<file path="config.mk">
export PLATFORM = sky130hd
export DESIGN_NAME = cnlc_accum
export DESIGN_NICKNAME = d
export VERILOG_FILES = /design/src/rtl/cnlc_pkg.sv /design/src/rtl/cnlc_accum.sv
export SDC_FILE = /design/constraint.sdc
export NUM_CORES = 1
export LEC_CHECK = 0
export BUFFER_PORTS_ARGS = -buffer_cell sky130_fd_sc_hd__buf_4
export CAP_MARGIN = 0
export CORE_MARGIN = 10
export CORE_UTILIZATION = 43
export DETAILED_ROUTE_END_ITERATION = 16
export PLACE_DENSITY = 0.71
export SYNTH_ARGS = -nofsm -noshare
export SYNTH_HDL_FRONTEND = slang
export SYNTH_SLANG_ARGS = --single-unit
export TNS_END_PERCENT = 5
</file>
<file path="constraint.sdc">
create_clock -name clk_i -period 7.3 [get_ports clk_i]
set_input_delay 2.19 -clock clk_i [delete_from_list [all_inputs] [get_ports clk_i]]
set_output_delay 2.19 -clock clk_i [all_outputs]
set_load 0.05 [all_outputs]
</file>
<file path="src/rtl/cnlc_pkg.sv">
// Shared types and constants for the card number Luhn checker.
// No dependencies; every other file of the block imports this package.
`default_nettype none

package cnlc_pkg;

  // ASCII codes that bound the decimal digits
  localparam logic [7:0] ASCII_ZERO = 8'd48;
  localparam logic [7:0] ASCII_NINE = 8'd57;

  // Field widths
  localparam int unsigned CHAR_W  = 8;
  localparam int unsigned DIGIT_W = 4;
  localparam int unsigned COUNT_W = 5;
  localparam int unsigned LEN_W   = 5;
  localparam int unsigned CFG_IDX_W = 1;

  // Count saturation point
  localparam logic [COUNT_W-1:0] COUNT_MAX = 5'd31;

  // Register indexes and reset values
  localparam logic [CFG_IDX_W-1:0] REG_MIN_LENGTH = 1'd0;
  localparam logic [CFG_IDX_W-1:0] REG_MAX_LENGTH = 1'd1;
  localparam logic [LEN_W-1:0]     MIN_LENGTH_RST = 5'd13;
  localparam logic [LEN_W-1:0]     MAX_LENGTH_RST = 5'd16;

  // Accepted prefix digits
  localparam logic [DIGIT_W-1:0] PFX_VISA     = 4'd4;
  localparam logic [DIGIT_W-1:0] PFX_MASTER   = 4'd5;
  localparam logic [DIGIT_W-1:0] PFX_DISCOVER = 4'd6;
  localparam logic [DIGIT_W-1:0] PFX_AMEX_HI  = 4'd3;
  localparam logic [DIGIT_W-1:0] PFX_AMEX_LO  = 4'd7;

  // Verdict status codes
  typedef enum logic [2:0] {
    ST_OK            = 3'd0,
    ST_BAD_LENGTH    = 3'd1,
    ST_BAD_PREFIX    = 3'd2,
    ST_CHECKSUM_FAIL = 3'd3,
    ST_NON_DIGIT     = 3'd4
  } status_e;

  // One character of the number
  typedef struct packed {
    logic [CHAR_W-1:0] digit_char;
    logic              last;
  } item_t;

  // Verdict for a finished number
  typedef struct packed {
    logic                valid_res;
    status_e             status;
    logic [DIGIT_W-1:0]  checksum_mod;
  } verdict_t;

  // Luhn doubling of one digit, folded back to a single digit
  function automatic logic [DIGIT_W-1:0] luhn_double(input logic [DIGIT_W-1:0] d);
    logic [DIGIT_W:0] t;
    t = {d, 1'b0};
    luhn_double = (t > 5'd9) ? DIGIT_W'(t - 5'd9) : t[DIGIT_W-1:0];
  endfunction

  // Sum of two values below ten, modulo ten
  function automatic logic [DIGIT_W-1:0] add_mod10(input logic [DIGIT_W-1:0] a,
                                                   input logic [DIGIT_W-1:0] b);
    logic [DIGIT_W:0] s;
    s = {1'b0, a} + {1'b0, b};
    add_mod10 = (s >= 5'd10) ? DIGIT_W'(s - 5'd10) : s[DIGIT_W-1:0];
  endfunction

endpackage

`default_nettype wire

</file>
<file path="src/rtl/cnlc_accum.sv">
// Per-number accumulator: digit count, both Luhn parity sums, prefix digits.
// Produces the verdict from the updated state; uses cnlc_pkg.
`default_nettype none

module cnlc_accum
  import cnlc_pkg::*;
(
  input  wire logic              clk_i,
  input  wire logic              rst_ni,
  input  wire logic              fire_i,
  input  wire item_t             item_i,
  input  wire logic [LEN_W-1:0]  min_len_i,
  input  wire logic [LEN_W-1:0]  max_len_i,
  output verdict_t               verdict_o
);

  logic [COUNT_W-1:0] count_q, count_d;
  logic [DIGIT_W-1:0] sum_even_q, sum_even_d;
  logic [DIGIT_W-1:0] sum_odd_q, sum_odd_d;
  logic [DIGIT_W-1:0] first_q, first_d;
  logic [DIGIT_W-1:0] second_q, second_d;
  logic               bad_q, bad_d;

  logic               is_digit;
  logic [DIGIT_W-1:0] digit;
  logic [CHAR_W-1:0]  char_off;
  logic               prefix_ok;

  // Decode the character
  assign is_digit = (item_i.digit_char >= ASCII_ZERO) && (item_i.digit_char <= ASCII_NINE);
  assign char_off = item_i.digit_char - ASCII_ZERO;
  assign digit    = char_off[DIGIT_W-1:0];

  // Fold this character into the running state
  always_comb begin
    count_d    = count_q;
    sum_even_d = sum_even_q;
    sum_odd_d  = sum_odd_q;
    first_d    = first_q;
    second_d   = second_q;
    bad_d      = bad_q;
    if (is_digit) begin
      // an even tail after this digit means it is undoubled, and vice versa
      sum_even_d = add_mod10(sum_odd_q, digit);
      sum_odd_d  = add_mod10(sum_even_q, luhn_double(digit));
      if (count_q == '0) begin
        first_d = digit;
      end
      if (count_q == COUNT_W'(1)) begin
        second_d = digit;
      end
      if (count_q != COUNT_MAX) begin
        count_d = count_q + COUNT_W'(1);
      end
    end else begin
      bad_d = 1'b1;
    end
  end

  // Judge the number as it stands after this character
  always_comb begin
    prefix_ok = 1'b0;
    if (count_d != '0) begin
      if (first_d inside {PFX_VISA, PFX_MASTER, PFX_DISCOVER}) begin
        prefix_ok = 1'b1;
      end else if (first_d == PFX_AMEX_HI && count_d >= COUNT_W'(2) &&
                   second_d == PFX_AMEX_LO) begin
        prefix_ok = 1'b1;
      end
    end

    if (bad_d) begin
      verdict_o.status = ST_NON_DIGIT;
    end else if (count_d < min_len_i || count_d > max_len_i) begin
      verdict_o.status = ST_BAD_LENGTH;
    end else if (!prefix_ok) begin
      verdict_o.status = ST_BAD_PREFIX;
    end else if (sum_even_d != '0) begin
      verdict_o.status = ST_CHECKSUM_FAIL;
    end else begin
      verdict_o.status = ST_OK;
    end
    verdict_o.valid_res    = (verdict_o.status == ST_OK);
    verdict_o.checksum_mod = sum_even_d;
  end

  // Advance on each transaction; clear after the last character
  always_ff @(posedge clk_i or negedge rst_ni) begin
    if (!rst_ni) begin
      count_q    <= '0;
      sum_even_q <= '0;
      sum_odd_q  <= '0;
      first_q    <= '0;
      second_q   <= '0;
      bad_q      <= 1'b0;
    end else if (fire_i) begin
      if (item_i.last) begin
        count_q    <= '0;
        sum_even_q <= '0;
        sum_odd_q  <= '0;
        first_q    <= '0;
        second_q   <= '0;
        bad_q      <= 1'b0;
      end else begin
        count_q    <= count_d;
        sum_even_q <= sum_even_d;
        sum_odd_q  <= sum_odd_d;
        first_q    <= first_d;
        second_q   <= second_d;
        bad_q      <= bad_d;
      end
    end
  end

  // The last character always leaves a clean slate
  a_clear_after_last: assert property (@(posedge clk_i) disable iff (!rst_ni)
    fire_i && item_i.last |=> count_q == '0 && !bad_q && sum_even_q == '0)
    else $error("state not cleared after last character");

  // A digit in the middle of a number bumps the count until saturation
  a_count_step: assert property (@(posedge clk_i) disable iff (!rst_ni)
    fire_i && !item_i.last && is_digit && count_q != COUNT_MAX
    |=> count_q == $past(count_q) + COUNT_W'(1))
    else $error("digit count did not advance");

  // A non-digit in the middle of a number is remembered
  a_bad_sticky: assert property (@(posedge clk_i) disable iff (!rst_ni)
    fire_i && !item_i.last && !is_digit |=> bad_q)
    else $error("non-digit not recorded");

endmodule

`default_nettype wire

</file>
== Word level (Yosys, flattened, before mapping) ==
Index checks and enable logic that the tools add are counted.
Operators by class
  reductions and logical operators: 11
  equal/unequal tests: 7
  $add $sub $neg: 7
  muxes and demuxes: 25
  $lt $le $gt $ge: 8
Operators with widths (number)
  $mux W4: 13
  $eq A4 B3 Y1 const B: 4
  $mux W5: 3
  $sub A4 B4 Y4 const B: 3
  $add A4 B4 Y5: 2
  $ge A5 B4 Y1 const B: 2
  $ge A8 B6 Y1 const B: 1
  $le A8 B6 Y1 const B: 1
  $mux W2: 3
  $add A5 B1 Y5 const B: 1
  $eq A5 B1 Y1 const B: 1
  $ge A5 B2 Y1 const B: 1
  $gt A5 B4 Y1 const B: 1
  $gt A5 B5 Y1: 1
  $logic_not A5 Y1: 1
  $lt A5 B5 Y1: 1
  $mux W1: 5
  $ne A5 B5 Y1 const B: 1
  $reduce_bool A5 Y1: 1
  $eq A4 B2 Y1 const B: 1
  $reduce_bool A4 Y1: 1
  $sub A4 B1 Y4 const B: 1
  $logic_and A1 B1 Y1: 3
  $logic_not A3 Y1: 1
  5 further kinds: 5
Storage, ports and cells
  register bits: 22
  word-level logic and storage cells: 64
  output and inout bits: 8
  input port bits: 22

== Logic depth before layout (Yosys ltp) ==
Gate-level depths: netlist of run 1.
  word-level depth: 13
  gate-level depth with buffers: 15
  mapped depth without buffers: 15

== Least setup slack after synthesis of run 1 ==
OpenSTA, ideal clock, no wires.
  kind: in2out
  from: in item_i[2] (netlist name)
  to: out verdict_o[5] (netlist name)
  path slack: -0.995 ns
  arrival: 6.105 ns
  required time: 5.110 ns
  cell stages on the path: 13
  cell sequence: inv_1 > ha_1 > o21bai_4 > a21oi_1 > a21oi_1 > a31oi_1 > ha_1 > a21oi_1 > o21ai_0 > nor4_1 > a2111oi_0 > o32a_2 > nor4_1
RTL lines
  start: declaration: line cnlc_accum.sv:11  | input wire item_t item_i,
  end: declaration: line cnlc_accum.sv:14  | output verdict_t verdict_o

==> impl_metrics.toml, run 1 <==
[outcome]
run_status = "finished, final reports clean"

[routing]
wire_per_inst_um = 16.0
firstDrtPassIters = 4
routed_via_density = 5.57
ant_nets = 0
wirelength_um = 5620
drc_errors = 0
drt_iter0_markers = 84
vias = 1954

[critical_path]
reg2reg_depth = 12
cp-end-kind = "primary output"
cp_num_buf_inv = 3
path_depth = 16
rr_endpoint = "sum_even_q[2]"
start_kind = "input pin"
slowest_stage = "a2111oi_1"
r2r-start = "sum_odd_q[0]"
crit_fanout = 5
cpPeakStageDelay_ns = 0.38
crit_arrival_ns = 4.93
path_cells = "buf_4 > inv_1 > ha_1 > o21bai_4 > a21oi_4 > a21oi_1 > a31oi_2 > ha_1 > nand2_1 > o21ai_2 > nor4_2 > a2111oi_1 > o32a_2 > nor2_1 > o22ai_2 > buf_4"
worst-setup-path-type = "input pin to primary output"
r2r_setup_slack_ns = 4.58
worstPathRequired_ns = 5.11
endpoint = "verdict_o[4]"
cp-startpoint = "item_i[1]"
cp_top_family = "compound AO/OA/AOI/OAI gates"

[cells_and_area]
multi_input_area_um2 = 1530
stdcell_area_um2 = 2690
nets = 332
stdcell_count = 351
drive_above_1_share_pct = 25.0
n_antenna_cell = 0
final-seq-area_um2 = 551
filler_cell_count = 461
final_util_pct = 56.1
area_growth_pct = 25.0
final_common_cell = "buf_4"
mostFrequentLayoutCells = "buf_4, inv_1, ha_1"

[power]
leakage_nw = 1.26
swShare_pct = 32.2
power_frac_seq_pct = 34.8
power.density_nw_per_um2 = 142
ir_drop_mv = 0.0721
clkPwrFrac_pct = 30.6
switching_power_uw = 123
power_uw = 382
comb_power_share_pct = 34.6
p_int_uw = 259

[cts]
cts_buffer_depth = 2
cts_tree = "yes"
htree_levels = 1
clock_latency_ns = 0.27
path_clk_slew_ns = 0.09
clock_sinks = 22
cts_root_buffer = "clkbuf_8"
cts_hold_buffers = 0
cts_made_buffers = 3

[sta]
hold_viol = 0
clock.fmax_ghz = 0.140
fin_hold_ws_ns = 0.512
fin_setup_tns_ns = 0
skew_ns = 0.00318
grt_setup_unrepaired = "yes"
fin_ws_ns = 0.182
min_period_over_period_pct = 97.5
slew_violations = 0
slew_headroom_pct = 68.2
period_needed_ns = 7.12
tightest_slew_ns = 0.471
setup_viol = 0

[synth]
synth_nets = 292
syn_inst = 245
synth.distinct_cells = 56
ys_ff_latch = 22
seq_area_frac_synth_pct = 25.6
synth_edf_count = 0
synth_area_um2 = 2150
ys_warn_count = 0
async_flop_share_pct = 100
synth_ff_type = "dfrtp_1"
avgSynthCellArea_um2 = 8.77

[placement]
pre_cts_ws_ns = -0.0289
dp_cells = 345
dpl_cell_area_um2 = 2540
gp_congestion = 0.841
placement.io_buffers = 29
dp_hpwl_um = 4440

[floorplan]
rows = 25
die_area_um2 = 8230
core_um2 = 4790
dieHeight_um = 90.7
initial_core_util_pct = 44.9
io_pins = 30
die_x_um = 90.7

[global_route]
grt_pass1_wl_um = 9300
grt_max_degree = 23
grt_remaining_overflow = 0
antenna_found_initial = 0
grt_use_total_pct = 13.1
grt_pass1_vias = 1944

[hold_path]
hp-class = "register to register"

[run]
drv_cap = 0
[state kept, by name (all words and copies together) (netlist names)]
signal and cells:
second_q 4, sum_even_q 4, sum_odd_q 4, first_q 4, count_q 5, bad_q 1
[power groups by stage]
stage                     logic (mW)  clock network (mW)  registers [mW]
final                          0.132               0.117           0.133
after global routing           0.145               0.124           0.134
after CTS                      0.128               0.118           0.133
after detailed placement       0.125                   0           0.135
after global placement         0.122                   0           0.135
after floorplan               0.0880                   0           0.133
[layout make-up]
class / instances / share of cell area, %
inverter: 25 / 3.49
clock inverter: 1 / 1.12
timing repair buffer: 46 / 13.1
multi-input combinational: 187 / 57.1
clock buffer: 3 / 1.54
tap: 67 / 3.12
sequential: 22 / 20.5
[worst register-to-register path: cells and delay by family, from the launching register on]
kind | cells | cell delay [ns]
AND/OR/NAND/NOR | 1 | 0.14
adder cells (fa/ha/maj) | 3 | 0.85
multiplexers | 1 | 0.25
XOR/XNOR | 1 | 0.17
AO/OA/AOI/OAI | 4 | 0.59
buffers and inverters | 2 | 0.23
flip-flops | 1 | 0.41
[cells in the mapped netlist (3+ instances only)]
cell type  number  share of area (%)
o2bb2ai_1       5                2.0
nor3_1          6                1.4
dfrtp_1        22                 26
nand2b_1        5                1.5
clkbuf_1        7                1.2
a21oi_1        13                3.0
nor4_1          4                1.2
o22ai_1         4                1.2
mux2i_1         4                1.9
o21ai_0        11                2.6
nor2_1         14                2.4
inv_1          25                4.4
a22oi_1         4                1.4
a22o_1         13                5.3
a21o_1          4                1.4
ha_1           23                 13
xor2_1          4                1.6
nor2b_1         4                1.2
nand2_1        22                3.8
xnor2_1         5                2.0
buf_2           3               0.70
[worst min path at each step]
stage                            from     endpoint  slack (ns)  depth (start not counted)
after global placement    second_q[1]  second_q[1]        0.48                          1
after floorplan           second_q[1]  second_q[1]        0.46                          1
final                     second_q[1]  second_q[1]        0.51                          1
after global routing      second_q[1]  second_q[1]        0.52                          1
after detailed placement  second_q[1]  second_q[1]        0.49                          1
after CTS                 second_q[1]  second_q[1]        0.51                          1
[cell families after synthesis]
logic type | count (synthesis) | synth area share [%]
multiplexers | 6 | 2.91
buffers and inverters | 36 | 6.64
AND/OR/NAND/NOR | 73 | 19.3
flip-flops | 22 | 25.6
XOR/XNOR | 9 | 3.67
adder cells (fa/ha/maj) | 25 | 15.3
AO/OA/AOI/OAI | 74 | 26.6
[metal layers]
metal / vias to the layer above / routed length (µm) / part of all wire (%) / global-route usage (%)
met5: - / 0 / 0 / 0
met4: 0 / 42 / 0.75 / 2.79
met3: 4 / 191 / 3.4 / 2.58
met2: 35 / 2580 / 46 / 20.4
met1: 938 / 2810 / 50 / 18.1
li1: 977 / - / - / -
[what timing repair did]
action,4_1_cts,5_1_grt
pin swaps,1,2
resized for setup,1,15
setup buffers,0,2
endpoints found under the setup margin,1,3
Power figures use the tool's default switching activity.
==> run 2: changes to the inputs <==
Settings changed: CORE_MARGIN 10 to default.
==> impl_metrics.toml, run 2 (same netlist as run 1, synthesis figures left out) <==
[critical_path]
reg2reg_depth = 12
r2r_setup_slack_ns = 4.69
start_kind = "input pin"
worst-setup-path-type = "input pin to primary output"
worstPathRequired_ns = 5.11
rr_endpoint = "sum_even_q[2]"
cp-end-kind = "primary output"
cp-startpoint = "item_i[1]"
crit_fanout = 8
r2r-start = "sum_odd_q[0]"
crit_arrival_ns = 4.98

[power]
ir_drop_mv = 0.0681
leakage_nw = 1.24
power.density_nw_per_um2 = 134

[sta]
grt_setup_unrepaired = "yes"
slew_headroom_pct = 68.4
fin_setup_tns_ns = 0
fin_hold_ws_ns = 0.509
slew_violations = 0
clock.fmax_ghz = 0.139
hold_viol = 0
fin_ws_ns = 0.130
tightest_slew_ns = 0.470
setup_viol = 0
skew_ns = 0.00315
period_needed_ns = 7.17
min_period_over_period_pct = 98.2

[placement]
gp_congestion = 0.824
dp_cells = 342
dp_hpwl_um = 3950
pre_cts_ws_ns = 0.00968
placement.io_buffers = 29

[cts]
clock_sinks = 22
clock_latency_ns = 0.26
cts_root_buffer = "clkbuf_8"
path_clk_slew_ns = 0.08
htree_levels = 1
cts_tree = "yes"
cts_buffer_depth = 2
cts_made_buffers = 3

[routing]
wirelength_um = 5060
drc_errors = 0
firstDrtPassIters = 4
vias = 1934
wire_per_inst_um = 14.6
drt_iter0_markers = 82
ant_nets = 0
routed_via_density = 5.57

[outcome]
run_status = "finished, final reports clean"

[floorplan]
initial_core_util_pct = 45.2
rows = 25
die_x_um = 72.7
dieHeight_um = 72.7
core_um2 = 4750
die_area_um2 = 5290
io_pins = 30

[cells_and_area]
n_antenna_cell = 0
stdcell_count = 347
final_util_pct = 55.4
nets = 328
final-seq-area_um2 = 551
mostFrequentLayoutCells = "buf_4, inv_1, nand2_1, ha_1, dfrtp_1"
final_common_cell = "buf_4"
largest_register = "count_q"
filler_cell_count = 450
largest_reg_flops = 5
area_growth_pct = 22.6
drive_above_1_share_pct = 24.6
multi_input_area_um2 = 1530

[global_route]
antenna_found_initial = 0
grt_pass1_wl_um = 8550
grt_use_total_pct = 20.5
grt_pass1_vias = 1810
grt_max_degree = 23
grt_remaining_overflow = 0

[hold_path]
hold_end = "second_q[1]"
hp-class = "register to register"
hp-start = "second_q[1]"
min_delay_path_depth = 1

[run]
drv_cap = 0
-- run 2: cell types whose count changed in the layout (fill, tap and decap cells not counted), sizes merged --
cell / previous run / this run
bufinv: 1 / 0
buf: 46 / 42
clkbuf: 3 / 4
-- run 2: repair_timing --
| item | CTS | global route |
|---|---|---|
| setup buffers | 0 | 1 |
| hold buffers | 0 | 0 |
| endpoints found under the setup margin | 0 | 3 |
| gates resized for setup | 0 | 16 |
-- run 2: layout make-up --
type,instances,share of cell area [%]
multi-input combinational,187,57.9
sequential,22,20.9
timing repair buffer,42,12.4
inverter,25,3.56
tap,67,3.18
clock buffer,4,2.09
-- run 2: stage by stage --
stage	area [µm²]	power [mW]
after floorplan	2170	0.222
after global placement	2510	0.256
after detailed placement	2510	0.257
after CTS	2570	0.347
after global routing	2640	0.378
final	2640	0.352
-- run 2: worst max path at each step --
stage	endpoint	slack (ns)	cells after the start
6_report	verdict_o[7]	0.13	15
5_1_grt	verdict_o[7]	-0.03	15
4_1_cts	verdict_o[7]	0.006	14
3_5_place_dp	verdict_o[7]	0.01	14
3_3_place_gp	verdict_o[7]	0.05	14
2_1_floorplan	verdict_o[7]	-0.12	13
-- run 2: layer usage --
layer / track usage [%] / wire [µm] / vias up
met5: 0 / 0 / -
met4: 5.01 / 31 / 0
met3: 1.66 / 124 / 2
met2: 33.3 / 2360 / 34
met1: 29.4 / 2550 / 923
li1: - / - / 975
-- run 2: critical path, cell delays in order --
cell and delay, ns:
buf_4 0.15, inv_1 0.09, ha_2 0.21, o21bai_4 0.08
a21oi_2 0.21, a21oi_1 0.12, a31oi_2 0.24, ha_1 0.29
a21oi_1 0.15, o21ai_2 0.09, nor4_1 0.19, a2111oi_1 0.08
o32a_2 0.45, nor4b_4 0.24, buf_6 0.19
-- run 2: power breakdown --
group / internal (mW) / switching [mW] / total (mW)
clock network: 0.0481 / 0.0412 / 0.0893
logic: 0.0584 / 0.0717 / 0.130
registers: 0.127 / 0.00569 / 0.133
